## config.mk

```make
export PLATFORM = sky130hd
export DESIGN_NAME = ttf_front
export DESIGN_NICKNAME = d
export VERILOG_FILES = /design/src/design/ttf_front.sv
export SDC_FILE = /design/constraint.sdc
export NUM_CORES = 1
export LEC_CHECK = 0
export BUFFER_PORTS_ARGS = -buffer_cell sky130_fd_sc_hd__buf_2
export CORE_AREA = 5 5 267 269
export DETAILED_ROUTE_END_ITERATION = 8
export DIE_AREA = 0 0 272 274
export PLACE_DENSITY = 0.65
export SLEW_MARGIN = 20
export SYNTH_ARGS = -nofsm -noshare
export SYNTH_HDL_FRONTEND = slang
export SYNTH_SLANG_ARGS = --single-unit
```

## constraint.sdc

```tcl
create_clock -name clk -period 31.3 [get_ports clk]
set_input_delay 0 -clock clk [delete_from_list [all_inputs] [get_ports clk]]
set_output_delay 0 -clock clk [all_outputs]
set_load 0.05 [all_outputs]
```

## src/design/ttf_front.sv

```systemverilog
// ttf_front: takes corners, holds the first two, forms deltas on the third.
// Depends on nothing; feeds the triangle queue read by ttf_back.
module ttf_front #(
	parameter int COORD_WIDTH  = 32,
	parameter int NORMAL_WIDTH = 16
) (
	input  logic                           clk,
	input  logic                           arst_n,
	input  logic                           push,
	output logic                           full,
	input  logic signed [COORD_WIDTH-1:0]  pos_x,
	input  logic signed [COORD_WIDTH-1:0]  pos_y,
	input  logic signed [COORD_WIDTH-1:0]  pos_z,
	input  logic signed [COORD_WIDTH-1:0]  tex_s,
	input  logic signed [COORD_WIDTH-1:0]  tex_t,
	input  logic signed [NORMAL_WIDTH-1:0] norm_x,
	input  logic signed [NORMAL_WIDTH-1:0] norm_y,
	input  logic signed [NORMAL_WIDTH-1:0] norm_z,
	output logic                           tq_push,
	output logic [10*(COORD_WIDTH+1)+9*NORMAL_WIDTH-1:0] tq_data,
	input  logic                           tq_full
);
	localparam int EW = COORD_WIDTH + 1;
	localparam int NW = NORMAL_WIDTH;

	logic [1:0]             cnt_q;
	logic [COORD_WIDTH-1:0] hp_q [2][3];
	logic [COORD_WIDTH-1:0] ht_q [2][2];
	logic [NW-1:0]          hn_q [2][3];
	logic [COORD_WIDTH-1:0] p_in [3];
	logic [COORD_WIDTH-1:0] t_in [2];
	logic [NW-1:0]          n_in [3];
	logic                   acc;

	function automatic logic [EW-1:0] sub_ext(input logic [COORD_WIDTH-1:0] a,
		input logic [COORD_WIDTH-1:0] b);
		sub_ext = {a[COORD_WIDTH-1], a} - {b[COORD_WIDTH-1], b};
	endfunction

	assign p_in = '{pos_x, pos_y, pos_z};
	assign t_in = '{tex_s, tex_t};
	assign n_in = '{norm_x, norm_y, norm_z};

	assign full    = cnt_q[1] && tq_full;
	assign acc     = push && !full;
	assign tq_push = acc && cnt_q[1];

	always_comb begin
		for (int i = 0; i < 3; i++) begin
			tq_data[i*EW +: EW]     = sub_ext(hp_q[1][i], hp_q[0][i]);
			tq_data[(3+i)*EW +: EW] = sub_ext(p_in[i], hp_q[0][i]);
			tq_data[10*EW + i*NW +: NW]     = hn_q[0][i];
			tq_data[10*EW + (3+i)*NW +: NW] = hn_q[1][i];
			tq_data[10*EW + (6+i)*NW +: NW] = n_in[i];
		end
		tq_data[6*EW +: EW] = sub_ext(ht_q[1][0], ht_q[0][0]);
		tq_data[7*EW +: EW] = sub_ext(ht_q[1][1], ht_q[0][1]);
		tq_data[8*EW +: EW] = sub_ext(t_in[0], ht_q[0][0]);
		tq_data[9*EW +: EW] = sub_ext(t_in[1], ht_q[0][1]);
	end

	always_ff @(posedge clk) begin
		if (acc && !cnt_q[1]) begin
			for (int i = 0; i < 3; i++) begin
				hp_q[cnt_q[0]][i] <= p_in[i];
				hn_q[cnt_q[0]][i] <= n_in[i];
			end
			ht_q[cnt_q[0]][0] <= t_in[0];
			ht_q[cnt_q[0]][1] <= t_in[1];
		end
	end

	always_ff @(posedge clk or negedge arst_n) begin
		if (!arst_n) begin
			cnt_q <= '0;
		end else if (acc) begin
			cnt_q <= cnt_q[1] ? 2'd0 : cnt_q + 2'd1;
		end
	end

endmodule

```

* Word level (Yosys, flattened, before mapping)
Memory sizes are Yosys's and may differ from the RTL's.
Index checks and enable logic that the tools add are counted.
** Storage, ports and cells
- Memory bits (writable) :: 416
- Logic and storage cells :: 24
- Output and inout port bits :: 476
- Bits in registers :: 2
- Memories :: 3
- Input bits :: 212
** Memory list
- hp_q :: words 2, width 96, read ports 2, clocked after memory_dff 0, wr ports 1, line 27 : logic [COORD_WIDTH-1:0] hp_q [2][3];
- ht_q :: words 2, width 64, read ports 2, clocked after memory_dff 0, wr ports 1, line 28 : logic [COORD_WIDTH-1:0] ht_q [2][2];
- hn_q :: words 2, width 48, read ports 2, clocked after memory_dff 0, wr ports 1, line 29 : logic [NW-1:0] hn_q [2][3];
** Cells by class
- Reductions and logical operators :: 6
- Multiplexer cells :: 3
- Add/sub/neg operators :: 11
** Operators with widths (count)
- $sub A32 B32 Y33 :: 10
- $logic_and A1 B1 Y1 :: 4
- $add A2 B1 Y2 const B :: 1
- $logic_not A1 Y1 :: 2
- $mux W1 :: 2
- $mux W2 :: 1

* Logic depth before layout (Yosys ltp)
- Depth after elaboration :: 6
- Depth in mapped cells :: 13
- Depth with buffers taken out :: 13

* Worst setup path after synthesis
OpenSTA, ideal clock, no wires.
- Kind :: reg2reg
- Start point :: register cnt_q[0]
- End point :: memory hn_q[0][0] (netlist bit), enable pin
- Slack :: 15.769 ns
- Buffers on the path :: 0
- Period minus slack after synthesis :: 15.531 ns
- Required time :: 30.265 ns
- Data arrival time :: 14.495 ns
- Library setup time :: 1.035 ns
- Stages on the path, launching flop included :: 2
- Cell sequence :: dfrtp_1 > nor3_1
** RTL lines
- from (decl) :: line 26 : logic [1:0] cnt_q;
- from (signal assigned) :: line 77 : cnt_q <= cnt_q[1] ? 2'd0 : cnt_q + 2'd1;
- to (decl) :: line 29
Straight into the memory's write port.

==> flow_metrics.tcl <==
set metrics [dict create \
    holdWs_ns 0.1625 \
    post-cts-setup-buffers 0 \
    path_class "reg2out" \
    syn2layout_area_growth_pct 27.32 \
    die_y_um 274 \
    rows 96 \
    syn_area_mm2 0.02874 \
    core_area_mm2 0.06835 \
    p_sw_mw 1.961 \
    die_area_mm2 0.07453 \
    nets 4207 \
    synth.distinct_cells 68 \
    slew_viol_final 0 \
    grt_pass1_wl_um 128300 \
    min_period_ns 4.573 \
    finClkSkew_ns 0.01932 \
    synthArstFlopShare 0.004785 \
    clock-root-buffer "clkbuf_16" \
    numClockSinks 418 \
    cap_viol_max_count 0 \
    crit_fanout 4 \
    start_util 0.4205 \
    first_iter_violations 1257 \
    syn_avg_cell_area_um2 10.30 \
    power.internal_mw 1.661 \
    avgRoutedWirePerCell_um 18.38 \
    netlist_top_cells_count "416 x edfxtp_1, 320 x ha_1, 273 x inv_1" \
    vias 24085 \
    place_hpwl_um 66360 \
    die_w_um 272 \
    rsz0062_at_grt "no" \
    drtAntennaViolNets 0 \
    insertion_delay_ns 0.57 \
    grt.overflow.total 0 \
    slowest_delay_ns 0.48 \
    crit_path_end_kind "output port" \
    cts_resized 0 \
    synth_area_leader_cell "edfxtp_1" \
    worstSetupStartpointType "flop" \
    hold_buffers 214 \
    dp.cells 4284 \
    grt_pass1_vias 23355 \
    place.gp.congestion 0.9349 \
    regArea_mm2 0.01254 \
    p_clk_frac 0.154 \
    io_pins 688 \
    nFillCells 6069 \
    leakage_nw 16.62 \
    power.share.switching 0.5414 \
    ir_drop_uv 153.1 \
    syn_nets 3331 \
    ys_ff_latch 418 \
    fin_util 0.5354 \
    fin_ws_ns 26.73 \
    synthTopCellsByArea "edfxtp_1 43%, ha_1 14%, xnor2_1 5.4%" \
    route.detailed.drc 0 \
    multi_input_comb_area_mm2 0.01471 \
    synthMostInstantiatedCell "edfxtp_1" \
    fin_tns_setup_ns 0 \
    track_usage 0.2140 \
    yosysSeqAreaShare 0.4364 \
    cp.required_ns 31.30 \
    slew_headroom 0.3219 \
    cts.htree.levels 2 \
    port_buffers 687 \
    cts-buffers-inserted 47 \
    power.density_mw_per_mm2 98.97 \
    finalCritPeriodShare 0.1461 \
    instances_no_fill 4591 \
    status "finished clean" \
    critPathSlowestCell "o31ai_1" \
    via_per_inst 5.246 \
    antenna_found_initial 6 \
    routed_wl_um 84400 \
    cts_tree "done" \
    hold_class "in2reg" \
    seqPwrFrac 0.213 \
    clk_path_buf_depth 3 \
    power_frac_comb 0.634 \
    worst_slew_pin_slew_ns 1.017 \
    synth_edf_count 416 \
    worstPathArrival_ns 4.57 \
    drive_gt1_frac 0.2127 \
    pre_cts_ws_ns 27.40 \
    synth_top_area_frac 0.4347 \
    netlist_instances 2789 \
    drt-pass1-iter-count 7 \
    yosys_warnings 0 \
    grt_max_degree 153 \
    final-hold-violation-count 0 \
    synth_ff_type "edfxtp_1" \
    clkTransAtPathRegs_ns 0.06 \
    setup_viol 0 \
    path_cells "inv_1, ha_1, nor2b_1, o31a_1, o2111ai_1, a31oi_1, a31oi_1, a211o_1, o31ai_1, a211oi_1, o31ai_1, xor2_1, buf_2" \
    fmax_mhz 218.7 \
]
[stage by stage]
| step | instance area [µm²] | power, mW |
|---|---|---|
| final | 36590 | 3.621 |
| after global routing | 36570 | 3.808 |
| after CTS | 36570 | 3.638 |
| after detailed placement | 32870 | 3.043 |
| after global placement | 32870 | 3.038 |
| after floorplan | 28740 | 2.548 |
[layout by cell type (no fill, tap or decap), drive strengths merged, types with 49 or more instances in the layout]
cell type and n:
a21o 151, buf 692, nand2 159, o21a 49
dlygate4sd3 214, xor2 92, edfxtp 416, ha 320
o21ai 146, a21oi 271, xnor2 176, inv 274
clkbuf 51, nand3 59, nor2 160
[final cells by class]
type,instances,share of cell area
clock inverters,33,0.01005
diodes,9,0.0006155
inverters,273,0.02800
well taps,882,0.03016
clock buffers,51,0.03255
repair buffers,906,0.1539
flip-flops and latches,418,0.3428
multi-input cells,2019,0.4020
[cells by family after synthesis]
| kind of cell | share of synthesized area |
|---|---|
| AOI/OAI and AO/OA | 0.1856 |
| DFF | 0.4364 |
| adders and majority gates | 0.1463 |
| buffers and inverters | 0.05224 |
| xor gates and xnor gates | 0.08167 |
| muxes | 0.001045 |
| and+or+nand+nor | 0.09673 |
[sequential cells by signal, summed over array words and instances, names as in the netlist]
| signal | cells |
|---|---|
| cnt_q | 2 |
| hn_q | 96 |
| hp_q | 192 |
| ht_q | 128 |
[per-layer routing]
layer | track usage | wire [µm] | vias up
li1 | - | - | 11948
met1 | 0.2681 | 35500 | 11286
met2 | 0.3711 | 40580 | 714
met3 | 0.04839 | 5785 | 137
met4 | 0.06370 | 2534 | 0
met5 | 0 | 0 | -
[path summary, 6_finish.rpt]
path,start,end,slack (ns),cells past startpoint
max in group asynchronous,arst_n,cnt_q[0]$_DFFE_PN0P_,30.89,3
min,norm_z[13],hn_q[1][13]$_DFFE_PP_,0.16,2
min reg2reg,cnt_q[0]$_DFFE_PN0P_,cnt_q[0]$_DFFE_PN0P_,0.53,1
max,hp_q[0][33]$_DFFE_PP_,tq_data[163],26.73,13
min in group asynchronous,arst_n,cnt_q[1]$_DFFE_PN0P_,0.29,3
max reg2reg,cnt_q[0]$_DFFE_PN0P_,ht_q[1][27]$_DFFE_PP_,28.29,4
[worst max-delay path, delay by kind of cell (launching register included)]
kind | cells | cell delay [ns]
xor+xnor | 1 | 0.31
compound gates | 8 | 2.38
flops | 1 | 0.42
fa+ha+maj | 1 | 0.28
simple gates | 1 | 0.18
buf+inv | 2 | 0.43
[power groups by stage]
stage | clock (mW) | sequential, mW | combinational (mW)
2_1_floorplan | 0 | 0.901 | 1.65
3_3_place_gp | 0 | 0.778 | 2.26
3_5_place_dp | 0 | 0.781 | 2.26
4_1_cts | 0.572 | 0.770 | 2.30
5_1_grt | 0.598 | 0.778 | 2.43
6_report | 0.557 | 0.770 | 2.29
(Power assumes the default switching activity.)
