===== src/design/ttf_fifo.sv =====
// ttf_fifo: small register queue, first word fall through.
// Depends on nothing; used between front and back and on the result side.
module ttf_fifo #(
	parameter int W     = 8,
	parameter int DEPTH = 2
) (
	input  logic         clk,
	input  logic         arst_n,
	input  logic         push,
	input  logic [W-1:0] data_in,
	output logic         full,
	input  logic         pop,
	output logic [W-1:0] data_out,
	output logic         empty
);
	localparam int AW = (DEPTH > 1) ? $clog2(DEPTH) : 1;
	localparam int CW = $clog2(DEPTH + 1);

	logic [W-1:0]  mem_q [DEPTH];
	logic [AW-1:0] wp_q, rp_q;
	logic [CW-1:0] cnt_q;
	logic          do_push, do_pop;

	assign full     = (cnt_q == CW'(DEPTH));
	assign empty    = (cnt_q == '0);
	assign do_push  = push && !full;
	assign do_pop   = pop && !empty;
	assign data_out = mem_q[rp_q];

	always_ff @(posedge clk) begin
		if (do_push) begin
			mem_q[wp_q] <= data_in;
		end
	end

	always_ff @(posedge clk or negedge arst_n) begin
		if (!arst_n) begin
			wp_q  <= '0;
			rp_q  <= '0;
			cnt_q <= '0;
		end else begin
			if (do_push) begin
				wp_q <= (wp_q == AW'(DEPTH - 1)) ? '0 : wp_q + AW'(1);
			end
			if (do_pop) begin
				rp_q <= (rp_q == AW'(DEPTH - 1)) ? '0 : rp_q + AW'(1);
			end
			if (do_push && !do_pop) begin
				cnt_q <= cnt_q + CW'(1);
			end else if (do_pop && !do_push) begin
				cnt_q <= cnt_q - CW'(1);
			end
		end
	end

endmodule


===== config.mk =====
export PLATFORM = sky130hd
export DESIGN_NAME = ttf_fifo
export DESIGN_NICKNAME = d
export VERILOG_FILES = /design/src/design/ttf_fifo.sv
export SDC_FILE = /design/constraint.sdc
export NUM_CORES = 1
export LEC_CHECK = 0
export BUFFER_PORTS_ARGS = -buffer_cell sky130_fd_sc_hd__clkbuf_2
export CORE_AREA = 2 2 45 47
export DETAILED_ROUTE_END_ITERATION = 7
export DIE_AREA = 0 0 47 49
export PLACE_DENSITY_LB_ADDON = 0.12
export SYNTH_ARGS = -nofsm -noshare
export SYNTH_HDL_FRONTEND = slang
export SYNTH_SLANG_ARGS = --single-unit
export TNS_END_PERCENT = 100

===== constraint.sdc =====
create_clock -name clk -period 3.94 [get_ports clk]
set_clock_uncertainty 0.2 [all_clocks]
set_input_delay 1.182 -clock clk [delete_from_list [all_inputs] [get_ports clk]]
set_output_delay 1.182 -clock clk [all_outputs]
set_load 0.1 [all_outputs]

== Word-level counts from Yosys, hierarchy flattened ==
Memories as Yosys holds them, arrays and structs flattened.
Index checks and enable logic that the tools add are counted.

* Add/subtract/negate cells: 4
* Eq/ne operators: 1
* Mux-type cells: 6
* Reductions and logical operators: 10

{| class="wikitable"
|+ Operators by type and width
! cell !! number
|-
| 1-bit logical AND || 4
|-
| 1-bit logical NOT || 4
|-
| 1-bit two-way mux || 4
|-
| 2-bit two-way mux || 2
|-
| 1-bit adder, second input constant || 2
|-
| 2-bit by 1-bit adder with 2-bit output, second input constant || 1
|-
| 2-bit == test, second input constant || 1
|-
| 2-bit logical NOT || 1
|-
| 2-bit nonzero test || 1
|-
| 2-bit by 1-bit subtractor with 2-bit output, second input constant || 1
|}

* Flip-flop bits (word level): 4
* Bits in writable memories: 16
* Input port bits: 12
* Output and inout port bits: 10
* Word-level logic and storage cells: 25
* Memories kept: 1

{| class="wikitable"
|+ Memories
! memory !! words !! bits a word !! rd ports !! clocked after memory_dff !! wr ports !! RTL line !! RTL
|-
| mem_q || 2 || 8 || 1 || 0 || 1 || 19 || <nowiki>logic [W-1:0] mem_q [DEPTH];</nowiki>
|}

== Logic depth before layout (Yosys ltp) ==
Gate-level depths: netlist of run 1.

* Depth in word-level cells: 7
* Depth in mapped cells: 7
* Mapped depth without buffers: 7

== Least setup slack after synthesis of run 1 ==
No wires, ideal clock.

* Path kind: reg2out
* From: register cnt_q[0]
* To: output empty
* Arrival time: 1.673 ns
* Required time: 2.558 ns
* Setup slack: 0.885 ns
* Stages on the path, launching flop included: 2
* Buffers on the path: 0
* Cells stage by stage: dfrtp_1 nor2_1

* Cells in the longest elaborated chain, start to end: 1

{| class="wikitable"
|+ Ends and longest elaborated chain
! element !! RTL line !! RTL
|-
| from (decl) || 21 || <nowiki>logic [CW-1:0] cnt_q;</nowiki>
|-
| from (signal assigned) || 49 || <nowiki>cnt_q <= cnt_q + CW'(1);</nowiki>
|-
| from (signal assigned) || 51 || <nowiki>cnt_q <= cnt_q - CW'(1);</nowiki>
|-
| 2-bit logical NOT || 25 || <nowiki>assign empty = (cnt_q == '0);</nowiki>
|-
| to (decl) || 14 || <nowiki>output logic empty</nowiki>
|}

No other way between the ends.

== Worst setup path after layout of run 1 ==
* From: register rp_q
* To: output data_out[2]

* Cells in the longest elaborated chain, start to end: 1

{| class="wikitable"
|+ Ends and longest elaborated chain
! element !! RTL line !! RTL
|-
| from (decl) || 20 || <nowiki>logic [AW-1:0] wp_q, rp_q;</nowiki>
|-
| from (signal assigned) || 46 || <nowiki>rp_q <= (rp_q == AW'(DEPTH - 1)) ? '0 : rp_q + AW'(1);</nowiki>
|-
| memory read 2 x 8 bit || -- ||
|-
| to (decl) || 13 || <nowiki>output logic [W-1:0] data_out,</nowiki>
|}

No other way between the ends.

==> run_results.csv, run 1 <==
group,metric,value,unit
setup_path,reg2reg_setup_slack,2.13,ns
job,cap_viol_max_count,0,
timing,hold-worst-slack,0.326,ns
synth,ys_async_sr_fraction,20.0,%
synth,synthesis.area_per_instance,17.8,µm²
clocking,ctsRootBufferMaster,"clkbuf_4",
setup_path,critPathLaunchType,"register",
finish,area_delta_synth_final,20.5,%
clocking,cts_repair_resize_count,0,
finish,final_layout_size_suffix_gt1_share,41.2,%
global_routing,grt_pass1_wl,1820,µm
finish,finish.net_count,82,
floorplanning,area_of_the_die,2300,µm²
clocking,cts.sinks,20,
setup_path,timing.critical_path.slowest_stage_cell,"dfrtp_1",
floorplanning,core.rowCount,16,
synth,netlist_top_cells_count,"edfxtp_1, mux2_1, dfrtp_1, nor2_1",
synth,yosys.cell_types.count,15,
placed_design,place.gp.congestion,0.591,
timing,fmax,0.333,GHz
placed_design,post-dp-hpwl,809,µm
timing,post-route-min-period,3.00,ns
synth,seq_area_frac_synth,74.2,%
clocking,num_cts_buffers,3,
setup_path,setup.worst_path.start,"rp_q",
timing,finalHoldViolations,0,
timing,setup_slack,0.936,ns
clocking,cts.repair_timing.setup_buffer_count,0,
setup_path,worst_ep_required_time,2.56,ns
synth,ys.flop_type,"edfxtp_1",
setup_path,worst-setup-path-type,"register to primary output",
drt,routed-via-count,415,
timing,timing.max_slew.rel_slack,54.3,%
setup_path,reg2reg_from,"cnt_q[0]",
synth,synthesis.nets,57,
synth,synth.top_cells.by_area,"edfxtp_1, dfrtp_1, mux2_1, mux2_2, xnor2_1",
placed_design,dpl_worst_slack,1.23,ns
setup_path,crit_path_end,"data_out[2]",
synth,post-synth-top-area-fraction,61.4,%
worst_hold_path,min_path_type,"register to register",
floorplanning,die-width,47,µm
drt,first_pass_iters,4,
global_routing,grt.overflow.total,0,
synth,seq_cells_post_synth,20,
synth,post_synth_instance_area,782,µm²
drt,drt-initial-drc-count,5,
synth,yosysWarningCount,0,
synth,synth.largest_area_cell,"edfxtp_1",
clocking,post_cts_hold_buffer_count,0,
drt,via_density,4.37,
floorplanning,die-height,49,µm
clocking,cts.clk_slew.worst_paths,0.10,ns
synth,netlist_instances,44,
floorplanning,io-pin-count,22,
clocking,cts.htree.levels,1,
setup_path,highest_net_fanout_along_the_worst_path,9,
setup_path,arrival_time_at_the_worst_endpoint,1.62,ns
timing,report.final.slew_viol_count,0,
timing,grt_setup_unrepaired,"false",
run_status,run_status,"finished, final reports clean",
floorplanning,placeableCoreArea,1840,µm²
setup_path,critical-path-top-delay-family,"flip-flops",
setup_path,cells_along_the_critical_path,"mux2_2, clkbuf_2",
drt,drt_drc_violations_left,0,
timing,worst_pin_slew,0.683,ns
timing,setup_viol,0,
synth,synth_edf_count,16,
clocking,tritoncts,"yes",
timing,min_period_over_period,76.2,%
drt,routedWlPerCell,11.3,µm
floorplanning,start_util,42.5,%
setup_path,timing.reg2reg.worst_path_depth,3,
setup_path,cp_num_cells,2,
global_routing,grt_pass1_vias,398,
global_routing,grt_start_max_net_pins,12,
timing,tns,0,ns
clocking,clock_tree.buffer_depth,2,
setup_path,timing.rr.end,"mem_q[0][3]",
clocking,worstSkewPairLatency,0.29,ns
global_routing,grt_antenna_before_repair,0,
setup_path,worst_setup_path_end_kind,"primary output",
finish,antenna_cells,0,
drt,totalWireLength,1070,µm
global_routing,groute.usage.overall,11.3,%
synth,most_common_cell_in_the_synthesized_netlist,"edfxtp_1",
setup_path,max_stage_delay,0.59,ns
setup_path,crit_buf_inv,1,
drt,drt.antenna.violating_nets,0,
placed_design,io_buffers,21,
==> worst reg2reg max path, cell delays in order (launching register included) <==
cell and delay [ns]:
dfrtp_1 0.45, nand2b_1 0.18, nand2_2 0.10, nor2_1 0.53
==> placed cells by master (no fill, tap or decap), types with 2 or more instances in the layout <==
cell      synthesis  routed
mux2_1            6       6
mux2_2            2       2
edfxtp_1         16      16
xor2_1            2       2
clkbuf_4          0       3
xnor2_1           2       2
clkbuf_2          0      21
dfrtp_1           4       4
inv_1             2       2
nor2_1            3       3
==> sequential cells by signal, summed over array words and instances, names as in the netlist <==
| name | cells |
|---|---|
| rp_q | 1 |
| wp_q | 1 |
| mem_q | 16 |
| cnt_q | 2 |
==> layer usage <==
| layer | track usage [%] | share of wire, % | wire, µm | up-vias |
|---|---|---|---|---|
| met5 | 0 | 0 | 0 | - |
| met4 | 4.17 | 0 | 0 | 0 |
| met3 | 3.33 | 6.7 | 72 | 0 |
| met2 | 16.7 | 48 | 510 | 14 |
| met1 | 15.8 | 46 | 489 | 193 |
| li1 | - | - | - | 208 |
==> worst min path at each step <==
stage / depth (start not counted) / start / endpoint / slack (ns)
floorplan: 1 / cnt_q[1] / cnt_q[1] / 0.28
global placement: 1 / wp_q / wp_q / 0.31
detailed placement: 1 / cnt_q[1] / cnt_q[1] / 0.31
CTS: 1 / cnt_q[1] / cnt_q[1] / 0.33
global route: 1 / wp_q / wp_q / 0.36
finish: 1 / cnt_q[1] / cnt_q[1] / 0.33
==> kinds of logic (layout without fill, tap and decap cells) <==
kind of cell | count (synthesis) | in the layout | share of synthesized area (%)
flops | 20 | 20 | 74.2
simple gates | 6 | 6 | 3.84
xor+xnor | 5 | 5 | 6.56
fa+ha+maj | 1 | 1 | 1.60
mux | 8 | 8 | 11.5
compound gates | 1 | 1 | 0.639
buf+inv | 3 | 27 | 1.60
==> through the flow <==
step           instances  utilization (%)  instance area [µm²]
3_5_place_dp          91             49.7                  916
5_1_grt               95             51.2                  942
2_1_floorplan         44                -                  782
6_report              95             51.2                  942
3_3_place_gp          91             49.7                  916
4_1_cts               95             51.2                  942
==> final cells by class <==
class                           instances  area, µm²
Inverter                                2       7.51
Timing Repair Buffer                   21        105
Tap cell                               27       33.8
Clock buffer                            3       22.5
Fill cell                             172        900
Multi-Input combinational cell         21        189
Sequential cell                        20        581
Clock inverter                          1       3.75
Power of run 1 is not shown: default switching activity piles up to over one toggle a cycle in this logic, so the estimate is an artifact.
==> run 2: changes to the inputs <==
CORE_AREA = 2 2 46 48   (was 2 2 45 47)
DIE_AREA = 0 0 48 50   (was 0 0 47 49)
clock period = 2.6 ns   (was 3.94 ns; I/O delays follow)
==> run_results.csv, run 2 (same netlist as run 1, synthesis figures left out) <==
group,metric,value,unit
run_status,run_status,"finished, final reports clean",
clocking,clock_tree.buffer_depth,2,
global_routing,grt.overflow.total,0,
clocking,worstSkewPairLatency,0.29,ns
floorplanning,core.rowCount,16,
placed_design,io_buffers,21,
timing,finalHoldViolations,0,
timing,fmax,0.398,GHz
timing,hold-worst-slack,0.0763,ns
setup_path,cells_along_the_critical_path,"mux2_2, clkbuf_2",
drt,routedWlPerCell,11.3,µm
setup_path,crit_buf_inv,1,
timing,min_period_over_period,96.6,%
drt,drt.antenna.violating_nets,0,
timing,timing.max_slew.rel_slack,64.0,%
global_routing,groute.usage.overall,10.2,%
timing,worst_pin_slew,0.542,ns
finish,area_delta_synth_final,21.9,%
setup_path,critical-path-top-delay-family,"flip-flops",
setup_path,arrival_time_at_the_worst_endpoint,1.53,ns
finish,layout_common_cells,"clkbuf_2, edfxtp_1, mux2_1, clkbuf_4, dfrtp_1",
worst_hold_path,min_path_type,"primary input to async pin",
timing,tns,0,ns
timing,post-route-min-period,2.51,ns
global_routing,grt_antenna_before_repair,0,
floorplanning,io-pin-count,22,
floorplanning,area_of_the_die,2400,µm²
clocking,cts.repair_timing.setup_buffer_count,0,
clocking,cts.sinks,20,
drt,via_density,4.40,
setup_path,critPathLaunchType,"register",
finish,largest_register_by_flop_count,"mem_q",
global_routing,grt_pass1_vias,384,
finish,final_layout_size_suffix_gt1_share,44.9,%
floorplanning,die-height,50,µm
global_routing,grt_start_max_net_pins,12,
timing,report.final.slew_viol_count,0,
timing,grt_setup_unrepaired,"false",
clocking,post_cts_hold_buffer_count,0,
drt,drt_drc_violations_left,0,
clocking,ctsRootBufferMaster,"clkbuf_4",
floorplanning,start_util,41.1,%
drt,routed-via-count,422,
finish,largestRegisters,"mem_q: 16 flops, cnt_q: 2 flops",
finish,fillerInstances,174,
timing,setup_viol,0,
global_routing,grt_pass1_wl,1640,µm
floorplanning,placeableCoreArea,1900,µm²
setup_path,worst_setup_path_end_kind,"primary output",
setup_path,timing.critical_path.slowest_stage_cell,"dfrtp_2",
clocking,cts.clk_slew.worst_paths,0.10,ns
drt,first_pass_iters,3,
setup_path,max_stage_delay,0.51,ns
job,cap_viol_max_count,0,
setup_path,highest_net_fanout_along_the_worst_path,9,
drt,drt-initial-drc-count,2,
drt,totalWireLength,1080,µm
setup_path,worst-setup-path-type,"register to primary output",
placed_design,post-dp-hpwl,841,µm
clocking,tritoncts,"yes",
setup_path,worst_ep_required_time,1.62,ns
finish,antenna_cells,0,
finish,layout_commonest_cell,"clkbuf_2",
finish,largest_reg_flops,16,
placed_design,place.gp.congestion,0.654,
finish,finish.net_count,83,
floorplanning,die-width,48,µm
clocking,cts.htree.levels,1,
clocking,num_cts_buffers,3,
==> run 2: layer usage <==
layer  up-vias  wire, µm  track usage [%]
li1        206         -                -
met1       204       465             11.7
met2        12       564             16.2
met3         0        50             3.30
met4         0         0             5.41
met5         -         0                0
==> run 2: repair_timing <==
| action | 4_1_cts | 5_1_grt |
|---|---|---|
| endpoints found under the setup margin | 8 | 0 |
| endpoints found under the hold margin | 0 | 0 |
| resized for setup | 1 | 0 |
==> run 2: area by class of cell <==
type | instances | area [µm²] | area share (%)
Inverter | 2 | 7.51 | 0.787
Clock buffer | 4 | 26.3 | 2.76
Timing Repair Buffer | 22 | 113 | 11.8
Tap cell | 27 | 33.8 | 3.54
Sequential cell | 20 | 582 | 61.0
Multi-Input combinational cell | 21 | 191 | 20.1
==> run 2: path summary, 6_finish.rpt <==
path	cells past startpoint	slack (ns)	end	start
min in group clk	1	0.34	wp_q	wp_q
worst max-delay path	2	0.09	data_out[2]	rp_q
worst min register to register	1	0.34	wp_q	wp_q
worst max register to register	4	0.81	mem_q[0][3]	cnt_q[0]
worst min-delay path	1	0.08	cnt_q[1]	arst_n
max in group asynchronous	1	1.99	rp_q	arst_n
==> run 2: metrics by stage <==
stage	worst slack (ns)	instance area [µm²]	util, %	std cells
final	0.0886	953	50.1	96
after global routing	0.00510	953	50.1	96
after CTS	0.0562	953	50.1	96
after detailed placement	0.284	926	48.7	92
after global placement	0.305	926	48.7	92
after floorplan	0.330	785	-	44
Power of run 2 is left out for the same reason.
